`config.mk`:
```
export PLATFORM = sky130hd
export DESIGN_NAME = spstat_sect_stats
export DESIGN_NICKNAME = d
export VERILOG_FILES = /design/src/hw/rtl/spstat_pkg.sv /design/src/hw/rtl/spstat_sect_stats.sv
export SDC_FILE = /design/constraint.sdc
export NUM_CORES = 2
export LEC_CHECK = 0
export ABC_AREA = 0
export BUFFER_PORTS_ARGS = -buffer_cell sky130_fd_sc_hd__buf_2
export CAP_MARGIN = 25
export CORE_ASPECT_RATIO = 1.25
export CORE_MARGIN = 1
export CORE_UTILIZATION = 65
export DETAILED_ROUTE_END_ITERATION = 16
export GPL_TIMING_DRIVEN = 0
export PLACE_DENSITY = 0.8
export SYNTH_ARGS = -nofsm -noshare
export SYNTH_HDL_FRONTEND = slang
export SYNTH_SLANG_ARGS = --single-unit
```
`constraint.sdc`:
```
create_clock -name clk -period 2.96 [get_ports clk]
set_clock_uncertainty 0.1 [all_clocks]
set_input_delay 0.148 -clock clk [delete_from_list [all_inputs] [get_ports clk]]
set_output_delay 0.148 -clock clk [all_outputs]
set_load 0.01 [all_outputs]
```
`src/hw/rtl/spstat_pkg.sv`:
```
// Shared types and constants of the section profiler statistics block.
`timescale 1ns / 1ps

package spstat_pkg;

    localparam int SECT_W      = 4;
    localparam int POINT_NUM_W = 6;
    localparam int DROP_W      = 16;

    localparam logic [31:0]       MIN_NONE = 32'hFFFF_FFFF;
    localparam logic [DROP_W-1:0] DROP_MAX = 16'hFFFF;

    typedef enum logic [2:0] {
        OP_ENTER        = 3'd0,
        OP_EXIT         = 3'd1,
        OP_START_RUN    = 3'd2,
        OP_CLEAR_STATS  = 3'd3,
        OP_READ_SECTION = 3'd4,
        OP_READ_POINT   = 3'd5
    } opcode_t;

    typedef enum logic [1:0] {
        ST_OK           = 2'd0,
        ST_NOT_RECORDED = 2'd1,
        ST_NO_SCOPE     = 2'd2,
        ST_RANGE        = 2'd3
    } status_t;

    // One point of the buffer: start time while open, duration once closed.
    typedef struct packed {
        logic [31:0]            start;
        logic [SECT_W-1:0]      sect;
        logic [POINT_NUM_W-1:0] depth;
    } point_info_t;

    typedef struct packed {
        logic [31:0] calls;
        logic [31:0] total;
        logic [31:0] min_time;
        logic [31:0] max_time;
    } sect_stats_t;

    localparam sect_stats_t STATS_CLEAR = '{
        calls:    32'd0,
        total:    32'd0,
        min_time: MIN_NONE,
        max_time: 32'd0
    };

    // Control signals of the section statistics store.
    typedef struct packed {
        logic rd_en;
        logic wr_en;
        logic clear;
    } stats_ctrl_t;

endpackage

```
`src/hw/rtl/spstat_sect_stats.sv`:
```
// Per-section statistics memory with valid bits for an instant clear.
`timescale 1ns / 1ps

module spstat_sect_stats
    import spstat_pkg::*;
#(
    parameter int SECTION_COUNT = 16
)
(
    input  logic                                                   clk,
    input  logic                                                   rst_n,
    input  stats_ctrl_t                                            ctrl,
    input  logic [((SECTION_COUNT > 1) ? $clog2(SECTION_COUNT) : 1)-1:0] rd_addr,
    input  logic [((SECTION_COUNT > 1) ? $clog2(SECTION_COUNT) : 1)-1:0] wr_addr,
    input  sect_stats_t                                            wr_data,
    output sect_stats_t                                            rd_data
);

    sect_stats_t              stats_mem [SECTION_COUNT];
    logic [SECTION_COUNT-1:0] valid_reg;
    logic [SECTION_COUNT-1:0] valid_next;
    sect_stats_t              rd_data_reg;
    logic                     rd_valid_reg;
    logic                     rd_valid_next;
    logic                     same_addr;

    assign same_addr = ctrl.wr_en && (wr_addr == rd_addr);

    always_comb
    begin
        valid_next = valid_reg;
        if (ctrl.clear)
        begin
            valid_next = '0;
        end
        else if (ctrl.wr_en)
        begin
            valid_next[wr_addr] = 1'b1;
        end
    end

    always_comb
    begin
        rd_valid_next = rd_valid_reg;
        if (ctrl.rd_en)
        begin
            if (ctrl.clear)
            begin
                rd_valid_next = 1'b0;
            end
            else if (same_addr)
            begin
                rd_valid_next = 1'b1;
            end
            else
            begin
                rd_valid_next = valid_reg[rd_addr];
            end
        end
    end

    always_ff @(posedge clk or negedge rst_n)
    begin
        if (!rst_n)
        begin
            valid_reg    <= '0;
            rd_valid_reg <= 1'b0;
        end
        else
        begin
            valid_reg    <= valid_next;
            rd_valid_reg <= rd_valid_next;
        end
    end

    always_ff @(posedge clk)
    begin
        if (ctrl.wr_en)
        begin
            stats_mem[wr_addr] <= wr_data;
        end
        if (ctrl.rd_en)
        begin
            if (same_addr)
            begin
                rd_data_reg <= wr_data;
            end
            else
            begin
                rd_data_reg <= stats_mem[rd_addr];
            end
        end
    end

    // An entry not written since reset or the last clear reads as cleared.
    assign rd_data = rd_valid_reg ? rd_data_reg : STATS_CLEAR;

endmodule
```
==> impl_results.md <==
* Status: finished with violations
* Failing checks: setup timing
* Top-count cell post-synth: edfxtp_1
* Largest family of logic cells by synthesized area: multiplexers
* Drc violations at 0
* Final Util at 76.7%
* Clock latency on the worst-skew pair at 0.83 ns
* CP max-delay cell: clkbuf_1
* Simple-gate share of the synthesized area at 1.82%
* Tcrit/Tclk final at 103%
* Hold Slack at 0.0587 ns
* Placed inst area at 0.0900 mm2
* Clock transition at path regs at 0.07 ns
* Worst hold path type: in2reg
* WL/cell at 39.2 um
* Post-Syn Area per Cell at 23.0 um2
* Area leader, netlist: edfxtp_1
* Htree depth at 4
* Unrepaired setup endpoints after global routing: false
* Num CTS Buffers at 194
* Max layer used: met5
* DP HPWL at 131 mm
* Net Count, Synth at 3767
* Cell Pwr Density at 661 mW/mm2
* Max-Cap Viols at 0
* Adder-Cell Fraction of Synth Area at 0%
* Fin. Hold Viols at 0
* Die Width at 323 um
* CP top delay family: buffers and inverters
* LEAKAGE at 31.8 nW
* Maximum vdd ir drop at 0.596 mV
* CTS tree: done
* F_max at 0.329 GHz
* Number of port buffers at 262
* Root Buffer: clkbuf_16
* Post-Route WL at 244 mm
* Number of buffers and inverters on the critical path at 4
* CP Cell Sequence: buf_2, nor2b_1, clkbuf_1, clkbuf_1, clkbuf_1, a22oi_1, nand2_1, mux2_2
* Compound-Gate Fraction of Synth Area at 2.09%
* Vias per cell at 7.38
* Share of layout cells above drive strength 1 at 31.2%
* Data required time of the worst path at 3.54 ns
* Total power at 64.4 mW
* Multiplexer area fraction after synthesis at 16.1%
* Fin nets at 4497
* CP endpoint kind: flip-flop
* Vias in the first global route at 45400
* IO Count at 269
* Slew margin rel. at 19.1%
* Final min period at 3.04 ns
* Post-Synth XOR/XNOR Area at 0.0419%
* Final setup vio count at 2
* Fin. max-slew vios at 0
* Die H at 403 um
* First-pass GRT wire length at 328 mm
* Area delta synth->final at 16.7%
* Initial antenna violation count at 27
* Final GP Congestion at 0.752
* Via count at 46000
* 1st-pass router iterations at 13
* Worst Setup Slack, final at -0.0826 ns
* Largest net degree at the start of global routing at 70
* Die area at 0.130 mm2
* Warnings, synthesis at 0
* Sequential area share after synthesis at 78.7%
* CP Max Fanout at 10
* Register area at 0.0658 mm2
* Type of origin of the critical path: input port
* WS Path Type: in2reg
* Synthesis-stage register bit count at 2193
* Dominant synthesized flop cell: edfxtp_1
* Worst slew pin tran at 1.21 ns
* Starting Density at 65.7%
* Cells after synthesis at 3626
* Asr flop ratio synth at 0.775%
* Max incr delay on CP at 0.91 ns
* DRT met1 WL at 77.4 mm
* Max FFs per register at 2048
* Top cells by area, synth: edfxtp_1 (78%), mux4_2 (14%), a22oi_1 (2.1%), mux2_2 (1.7%), and2_1 (0.73%)
* Critical path's most frequent cell: clkbuf_1
* Area occupied by multi-input gates at 0.0169 mm2
* Metal2 WL at 118 mm
* Remaining Overflow, GRT at 0
* CTS Sinks at 2193
* DR iter-0 viols at 8294
* Core area at 0.127 mm2
* WP data arrival at 3.62 ns
* Total track usage at 36.7%
* Share of the synthesized area in the top cell type at 78.2%
* Clock Path Buffers at 3
* Setup bufs post-CTS at 0
* Count of cell types in the netlist at 26
* # fillers at 6140
* Post-Syn Area at 0.0835 mm2
* Post-synth EDFFs at 2176
* Antenna-violating nets left at 0
* Met3 WL post-DR at 32.2 mm
* Commonest cells in the netlist: edfxtp_1 (2176), mux4_2 (516), a22oi_1 (230)
* Dpl ws at -0.637 ns
* Cell Rows at 146
* Design area at 0.0975 mm2
-- worst min-delay path: stages --
cell,delay (ns)
buf_2,0.14
or3b_4,0.33
nor2_4,0.16
-- area by class of cell --
cell class | count | share of cell area (%)
Antenna cell | 22 | 0.0565
Buffer | 203 | 1.04
Clock buffer | 249 | 5.29
Multi-Input combinational cell | 1229 | 17.4
Tap cell | 1702 | 2.18
Timing Repair Buffer | 535 | 5.73
Sequential cell | 2193 | 67.5
Clock inverter | 97 | 0.869
-- layer usage --
layer / up-vias / GRT usage (%)
met1: 23200 / 48.0
met5: - / 0
li1: 16800 / -
met4: 22 / 19.5
met3: 979 / 8.55
met2: 5005 / 58.1
-- path summary, 6_finish.rpt --
check	from	to	slack, ns	cells past startpoint
worst max-delay path	rd_addr[3]	rd_data_reg[65]	-0.08	8
worst min-delay path	ctrl[1]	stats_mem[12][98]	0.06	3
worst max register to register	stats_mem[13][89]	rd_data_reg[89]	0.89	4
worst min register to register	valid_reg[12]	valid_reg[12]	0.44	2
max in group asynchronous	rst_n	valid_reg[2]	1.72	3
min in group asynchronous	rst_n	valid_reg[4]	0.54	3
-- kinds of logic after synthesis --
group | count (synthesis)
flip-flops | 2193
multiplexers | 684
AND/OR/NAND/NOR | 309
AO/OA/AOI/OAI | 232
buffers and inverters | 204
XOR/XNOR | 4
-- stage by stage --
stage	cells	setup TNS, ns
after floorplan	3626	-799.10
after global placement	5590	-6320.89
after detailed placement	5719	-39.48
after CTS	6205	0
after global routing	6218	0
final	6230	-0.104
-- what timing repair did --
item | 4_1_cts | 5_1_grt
hold buffers | 140 | 0
pin swaps | 0 | 0
gates resized for setup | 9 | 9
endpoints found under the setup margin | 94 | 17
hold endpoints to repair | 2522 | 0
-- cells in the final DEF (no fill, tap or decap), types with 2 or more instances in the layout --
cell type / synthesis / final
clkinv_2: 0 / 25
clkbuf_2: 0 / 10
buf_12: 0 / 62
buf_2: 57 / 319
mux2_2: 128 / 128
clkinv_8: 0 / 3
nor2_1: 46 / 33
bufinv_16: 0 / 13
nand3b_1: 3 / 3
and2_1: 97 / 97
clkbuf_16: 0 / 196
clkbuf_8: 0 / 6
buf_8: 0 / 22
clkinv_1: 0 / 41
diode_2: 0 / 22
xor2_1: 3 / 3
nand2_1: 118 / 118
a22oi_1: 230 / 230
buf_6: 19 / 22
mux4_2: 516 / 516
clkinvlp_4: 0 / 2
nor2_4: 0 / 12
buf_1: 16 / 16
edfxtp_1: 2176 / 2176
nand2b_1: 34 / 32
clkbuf_1: 111 / 145
clkbuf_4: 0 / 2
buf_16: 0 / 46
mux2i_1: 40 / 40
nor3_4: 0 / 4
nor2b_1: 3 / 3
dlygate4sd3_1: 0 / 140
dfrtp_1: 17 / 17
inv_6: 0 / 12
-- report_power, final --
| part | total, mW | internal (mW) | switching [mW] |
|---|---|---|---|
| Clock | 24.9 | 13.4 | 11.5 |
| Sequential | 35.3 | 35.0 | 0.303 |
| Combinational | 4.22 | 1.68 | 2.54 |
(Power assumes the default switching activity.)
