===== src/hw/rtl/spstat_pkg.sv =====
// Shared types and constants of the section profiler statistics block.
`timescale 1ns / 1ps

package spstat_pkg;

    localparam int SECT_W      = 4;
    localparam int POINT_NUM_W = 6;
    localparam int DROP_W      = 16;

    localparam logic [31:0]       MIN_NONE = 32'hFFFF_FFFF;
    localparam logic [DROP_W-1:0] DROP_MAX = 16'hFFFF;

    typedef enum logic [2:0] {
        OP_ENTER        = 3'd0,
        OP_EXIT         = 3'd1,
        OP_START_RUN    = 3'd2,
        OP_CLEAR_STATS  = 3'd3,
        OP_READ_SECTION = 3'd4,
        OP_READ_POINT   = 3'd5
    } opcode_t;

    typedef enum logic [1:0] {
        ST_OK           = 2'd0,
        ST_NOT_RECORDED = 2'd1,
        ST_NO_SCOPE     = 2'd2,
        ST_RANGE        = 2'd3
    } status_t;

    // One point of the buffer: start time while open, duration once closed.
    typedef struct packed {
        logic [31:0]            start;
        logic [SECT_W-1:0]      sect;
        logic [POINT_NUM_W-1:0] depth;
    } point_info_t;

    typedef struct packed {
        logic [31:0] calls;
        logic [31:0] total;
        logic [31:0] min_time;
        logic [31:0] max_time;
    } sect_stats_t;

    localparam sect_stats_t STATS_CLEAR = '{
        calls:    32'd0,
        total:    32'd0,
        min_time: MIN_NONE,
        max_time: 32'd0
    };

    // Control signals of the section statistics store.
    typedef struct packed {
        logic rd_en;
        logic wr_en;
        logic clear;
    } stats_ctrl_t;

endpackage


===== src/hw/rtl/spstat_point_store.sv =====
// Point buffer memory with one write port, a lookup port and a parent-chain port.
`timescale 1ns / 1ps

module spstat_point_store
    import spstat_pkg::*;
#(
    parameter int POINT_CAPACITY = 64
)
(
    input  logic                              clk,
    input  logic                              wr_en,
    input  logic [$clog2(POINT_CAPACITY)-1:0] wr_addr,
    input  point_info_t                       wr_info,
    input  logic [$clog2(POINT_CAPACITY)-1:0] wr_parent,
    input  logic                              rd_en,
    input  logic [$clog2(POINT_CAPACITY)-1:0] rd_addr,
    output point_info_t                       rd_info,
    input  logic                              ch_en,
    input  logic [$clog2(POINT_CAPACITY)-1:0] ch_addr,
    output point_info_t                       ch_info,
    output logic [$clog2(POINT_CAPACITY)-1:0] ch_parent
);

    localparam int IW = $clog2(POINT_CAPACITY);

    point_info_t   info_mem   [POINT_CAPACITY];
    logic [IW-1:0] parent_mem [POINT_CAPACITY];

    point_info_t   rd_info_reg;
    point_info_t   ch_info_reg;
    logic [IW-1:0] ch_parent_reg;

    // Both read ports return the data written in the same cycle.
    always_ff @(posedge clk)
    begin
        if (wr_en)
        begin
            info_mem[wr_addr]   <= wr_info;
            parent_mem[wr_addr] <= wr_parent;
        end
        if (rd_en)
        begin
            if (wr_en && (wr_addr == rd_addr))
            begin
                rd_info_reg <= wr_info;
            end
            else
            begin
                rd_info_reg <= info_mem[rd_addr];
            end
        end
        if (ch_en)
        begin
            if (wr_en && (wr_addr == ch_addr))
            begin
                ch_info_reg   <= wr_info;
                ch_parent_reg <= wr_parent;
            end
            else
            begin
                ch_info_reg   <= info_mem[ch_addr];
                ch_parent_reg <= parent_mem[ch_addr];
            end
        end
    end

    assign rd_info   = rd_info_reg;
    assign ch_info   = ch_info_reg;
    assign ch_parent = ch_parent_reg;

endmodule


===== config.mk =====
export PLATFORM = sky130hd
export DESIGN_NAME = spstat_point_store
export DESIGN_NICKNAME = d
export VERILOG_FILES = /design/src/hw/rtl/spstat_pkg.sv /design/src/hw/rtl/spstat_point_store.sv
export SDC_FILE = /design/constraint.sdc
export NUM_CORES = 2
export LEC_CHECK = 0
export BUFFER_PORTS_ARGS = -buffer_cell sky130_fd_sc_hd__buf_2
export CAP_MARGIN = 15
export CORE_AREA = 2 2 639 641
export DETAILED_ROUTE_END_ITERATION = 7
export DIE_AREA = 0 0 641 643
export GPL_TIMING_DRIVEN = 0
export REMOVE_ABC_BUFFERS = 1
export SYNTH_ARGS = -nofsm -noshare
export SYNTH_HDL_FRONTEND = slang
export SYNTH_SLANG_ARGS = --single-unit

===== constraint.sdc =====
create_clock -name clk -period 8.2 [get_ports clk]
set_input_delay 0.82 -clock clk [delete_from_list [all_inputs] [get_ports clk]]
set_output_delay 0.82 -clock clk [all_outputs]
set_load 0.005 [all_outputs]

==> metrics.txt <==
# TYPE chip_impl_metric gauge
chip_impl_metric{name="floorplan.io_pins",unit=""} 160
chip_impl_metric{name="floorplan.die.width",unit="um"} 641
chip_impl_metric{name="design.die.area",unit="mm^2"} 0.412
chip_impl_metric{name="synth.yosys.seq_area_share",unit=""} 0.672
chip_impl_metric{name="ys_ff_latch",unit=""} 3162
chip_impl_metric{name="synth_warnings",unit=""} 0
chip_impl_metric{name="cts.repair.resized",unit=""} 0
chip_impl_metric{name="fp-row-count",unit=""} 234
chip_impl_metric{name="via_total_after_detailed_routing",unit=""} 78990
chip_impl_metric{name="finalHoldViolations",unit=""} 0
chip_impl_metric{name="yosys.area_share.adder",unit=""} 0
chip_impl_info{name="synth_top_family_by_area",value="multiplexers"} 1
chip_impl_metric{name="slew-limit-headroom",unit=""} 0.105
chip_impl_metric{name="port_buffers",unit=""} 159
chip_impl_metric{name="synth_xor_area_frac",unit=""} 0.000743
chip_impl_info{name="crit_path_cell_trace",value="buf_12 -> buf_16 -> buf_16 -> buf_16 -> buf_16 -> mux4_2 -> a22o_1 -> a221o_1 -> o31ai_1 -> nand3_1"} 1
chip_impl_metric{name="cts.clk_slew.worst_paths",unit="ps"} 60
chip_impl_metric{name="fin_crit",unit="ps"} 5400
chip_impl_metric{name="post_route_cells_drive_above_1_share",unit=""} 0.327
chip_impl_metric{name="worstPathBufferInverterCount",unit=""} 5
chip_impl_metric{name="global_route.usage.total",unit=""} 0.217
chip_impl_metric{name="power.net_switching",unit="mW"} 7.80
chip_impl_metric{name="post-place-cells",unit=""} 12286
chip_impl_metric{name="worst-path-stages",unit=""} 10
chip_impl_metric{name="antenna_violating_nets_post_route",unit=""} 0
chip_impl_info{name="slowest_stage",value="sky130_fd_sc_hd__o31ai_1"} 1
chip_impl_metric{name="period_share",unit=""} 0.658
chip_impl_metric{name="post_synth_instance_area",unit="mm^2"} 0.141
chip_impl_metric{name="avgViaCountPerCell",unit=""} 6.14
chip_impl_metric{name="post-dp-hpwl",unit="um"} 299000
chip_impl_metric{name="maxClockFrequency",unit="GHz"} 0.185
chip_impl_metric{name="worst_path_fanout_max",unit=""} 138
chip_impl_info{name="cts.root.buffer_cell",value="sky130_fd_sc_hd__clkbuf_16"} 1
chip_impl_info{name="crit_end_category",value="flip-flop"} 1
chip_impl_info{name="max_flop_register",value="info_mem"} 1
chip_impl_metric{name="cts.repair_timing.setup_buffer_count",unit=""} 0
chip_impl_metric{name="drt_pass_1_iters",unit=""} 6
chip_impl_info{name="synth.largest_area_cell",value="sky130_fd_sc_hd__edfxtp_1"} 1
chip_impl_metric{name="worst-endpoint-arrival",unit="ps"} 5930
chip_impl_metric{name="pin_count_of_the_biggest_net_entering_global_routing",unit=""} 139
chip_impl_metric{name="synth.area.mux_share",unit=""} 0.247
chip_impl_metric{name="hold_depth",unit=""} 1
chip_impl_metric{name="synth_simple_gate_area_share",unit=""} 0.0182
chip_impl_metric{name="setup-violations-final",unit=""} 0
chip_impl_metric{name="fin_area",unit="mm^2"} 0.164
chip_impl_metric{name="synth_compound_area_frac",unit=""} 0.0457
chip_impl_info{name="setup_repair_after_global_routing_missed_its_margin",value="no"} 1
chip_impl_metric{name="finish.net_count",unit=""} 7251
chip_impl_metric{name="number_of_global_route_vias_before_repair",unit=""} 82226
chip_impl_metric{name="postSynth.asyncResetShare",unit=""} 0
chip_impl_metric{name="final_slew_violations",unit=""} 0
chip_impl_metric{name="cts-root-to-sink-buffers",unit=""} 4
chip_impl_metric{name="drc_errors",unit=""} 0
chip_impl_metric{name="switching_share",unit=""} 0.224
chip_impl_info{name="cp_top_family",value="buffers and inverters"} 1
chip_impl_metric{name="reg2regPathDepth",unit=""} 5
chip_impl_metric{name="critical_path_s_largest_stage_delay",unit="ps"} 910
chip_impl_metric{name="clock-skew-final",unit="ps"} 38.8
chip_impl_metric{name="finalNonFillerCells",unit=""} 12870
chip_impl_metric{name="core-area",unit="mm^2"} 0.405
chip_impl_metric{name="area_growth_syn_to_layout",unit="%"} 16.1
chip_impl_metric{name="clkLatencyLatePin",unit="ps"} 910
chip_impl_info{name="largestRegisters",value="info_mem: 2688 flops, parent_mem: 384 flops"} 1
chip_impl_metric{name="wire_per_inst",unit="um"} 35.5
chip_impl_metric{name="max_ffs_per_register",unit=""} 2688
chip_impl_metric{name="syn_avg_cell_area",unit="um^2"} 20.4
chip_impl_info{name="post-synth-top-count-cell",value="sky130_fd_sc_hd__edfxtp_1"} 1
chip_impl_metric{name="critPathRequiredTime",unit="ps"} 8730
chip_impl_metric{name="power_per_cell_area",unit="mW/mm^2"} 212
chip_impl_info{name="tritoncts",value="done"} 1
chip_impl_metric{name="initial_utilization",unit=""} 0.349
chip_impl_metric{name="leakagePower",unit="nW"} 51.0
chip_impl_metric{name="synthCells",unit=""} 6930
chip_impl_metric{name="htree_levels",unit=""} 5
chip_impl_metric{name="routed_wirelength",unit="um"} 456000
chip_impl_metric{name="antenna_found_initial",unit=""} 38
chip_impl_info{name="kind_of_critical_path",value="primary input to flip-flop"} 1
chip_impl_metric{name="cts-buffers-inserted",unit=""} 315
chip_impl_info{name="ys.flop_type",value="sky130_fd_sc_hd__edfxtp_1"} 1
chip_impl_metric{name="cellInternalPower",unit="mW"} 26.9
chip_impl_metric{name="initialDrtViolationCount",unit=""} 10300
chip_impl_metric{name="clockPowerShare",unit=""} 0.403
chip_impl_metric{name="fp.dieH",unit="um"} 643
chip_impl_info{name="min_path_type",value="primary input to flip-flop"} 1
chip_impl_metric{name="routabilityCongestion",unit=""} 0.762
chip_impl_info{name="crit_path_start_kind",value="primary input"} 1
chip_impl_metric{name="gr_ovfl_total",unit=""} 0
chip_impl_metric{name="cts.hold.buffers_added",unit=""} 0
chip_impl_metric{name="seq_power_share",unit=""} 0.519
chip_impl_metric{name="timing_worst_slew_pin_value",unit="ps"} 1330
chip_impl_metric{name="fin_setup_tns",unit="ps"} 0
chip_impl_info{name="cp_common_cell",value="sky130_fd_sc_hd__buf_16"} 1
chip_impl_metric{name="number_of_synthesized_flops_with_an_enable_pin",unit=""} 3162
chip_impl_metric{name="vdd_ir_drop_max",unit="mV"} 0.164
chip_impl_info{name="post_synth_main_area_contributors",value="sky130_fd_sc_hd__edfxtp_1 67%, sky130_fd_sc_hd__mux4_2 20%, sky130_fd_sc_hd__mux2i_1 3.3%"} 1
chip_impl_metric{name="post_synth_num_cell_types",unit=""} 48
chip_impl_metric{name="placement.cell_area",unit="mm^2"} 0.154
chip_impl_metric{name="synth_largest_type_area_fraction",unit=""} 0.672
chip_impl_metric{name="clock_sinks",unit=""} 3162
chip_impl_metric{name="power.share.combinational",unit=""} 0.078
chip_impl_info{name="status",value="completed"} 1
chip_impl_metric{name="grt_pass1_wl",unit="um"} 634000
chip_impl_metric{name="timing.max_cap.violations",unit=""} 0
chip_impl_info{name="synth_commonest_cells",value="3162 x sky130_fd_sc_hd__edfxtp_1, 1262 x sky130_fd_sc_hd__mux4_2, 467 x sky130_fd_sc_hd__mux2i_1"} 1
chip_impl_metric{name="worst-r2r-setup-slack",unit="ps"} 5030
## cell type report
| type | count | area, um^2 |
|---|---|---|
| tap | 5428 | 6790 |
| timing repair buffer | 491 | 7810 |
| clock inverter | 159 | 1330 |
| inverter | 7 | 38.8 |
| multi-input combinational | 3204 | 44800 |
| clock buffer | 392 | 8360 |
| fill | 35444 | 241000 |
| antenna | 27 | 67.6 |
| sequential | 3162 | 95000 |
## worst register-to-register path: cells and delay by family (launching register included)
kind               cells  cell delay (ps)
AOI/OAI and AO/OA      3             1430
DFF                    1              380
muxes                  1              480
and+or+nand+nor        1              490
## layout by cell type, fill, tap and decap left out, types with 8 or more instances in the layout
cell type                    count
sky130_fd_sc_hd__edfxtp_1     3162
sky130_fd_sc_hd__mux4_2       1262
sky130_fd_sc_hd__mux2i_1       467
sky130_fd_sc_hd__clkbuf_16     324
sky130_fd_sc_hd__a22oi_1       229
sky130_fd_sc_hd__buf_12        217
sky130_fd_sc_hd__nor2b_1       183
sky130_fd_sc_hd__mux2_2        166
sky130_fd_sc_hd__buf_2         151
sky130_fd_sc_hd__nand3_1       144
sky130_fd_sc_hd__a22o_1         90
sky130_fd_sc_hd__a2111oi_0      86
sky130_fd_sc_hd__buf_16         84
sky130_fd_sc_hd__o22ai_1        83
sky130_fd_sc_hd__a211oi_1       82
sky130_fd_sc_hd__nor2_4         69
sky130_fd_sc_hd__clkbuf_1       68
sky130_fd_sc_hd__clkinv_1       66
sky130_fd_sc_hd__nand2_1        53
sky130_fd_sc_hd__clkinv_2       49
sky130_fd_sc_hd__a31oi_1        48
sky130_fd_sc_hd__a221oi_1       47
sky130_fd_sc_hd__a2111o_1       47
sky130_fd_sc_hd__a221o_1        41
sky130_fd_sc_hd__o31ai_1        41
sky130_fd_sc_hd__diode_2        27
sky130_fd_sc_hd__bufinv_16      20
sky130_fd_sc_hd__buf_4          19
sky130_fd_sc_hd__clkinvlp_4     11
sky130_fd_sc_hd__buf_6          10
sky130_fd_sc_hd__buf_8           9
sky130_fd_sc_hd__xnor2_1         8
## cell families (layout without fill, tap and decap cells)
kind of cell / after synthesis / in the layout
buf+inv: 564 / 1049
xor+xnor: 12 / 12
mux: 1895 / 1895
compound gates: 807 / 807
other cells: 0 / 27
simple gates: 490 / 490
flops: 3162 / 3162
## path summary, 6_finish.rpt
check | startpoint | end
worst max-delay path | rd_addr[2] | rd_info[15]
worst max register to register | info_mem[39][13] | rd_info[13]
worst min register to register | info_mem[58][14] | rd_info[14]
worst min-delay path | wr_info[35] | info_mem[44][35]
## metrics by stage
stage               utilization  power, mW  setup slack, ps  hold WS [ps]
CTS                       0.405       34.9             2720           268
finish                    0.405       34.7             2800           292
global route              0.405       35.7             2770           274
floorplan                     -       19.6             2560           872
detailed placement        0.381       21.1             1790           968
global placement          0.362       22.4           -61480           970
## per-layer routing
metal / vias to the layer above / track usage / wire (um)
met1: 42589 / 0.261 / 162000
met5: - / 0 / 34
met2: 4314 / 0.371 / 229000
met3: 1252 / 0.0337 / 34000
met4: 6 / 0.126 / 30500
li1: 30829 / - / -
## power groups by stage
stage	sequential, mW	clock, mW	combinational [mW]
2_1_floorplan	18.4	0	1.22
3_3_place_gp	18.4	0	4.05
3_5_place_dp	18.4	0	2.70
4_1_cts	18.0	14.2	2.71
5_1_grt	18.0	14.8	2.83
6_report	18.0	14.0	2.72
No activity file was read; power rests on OpenSTA's default activity.
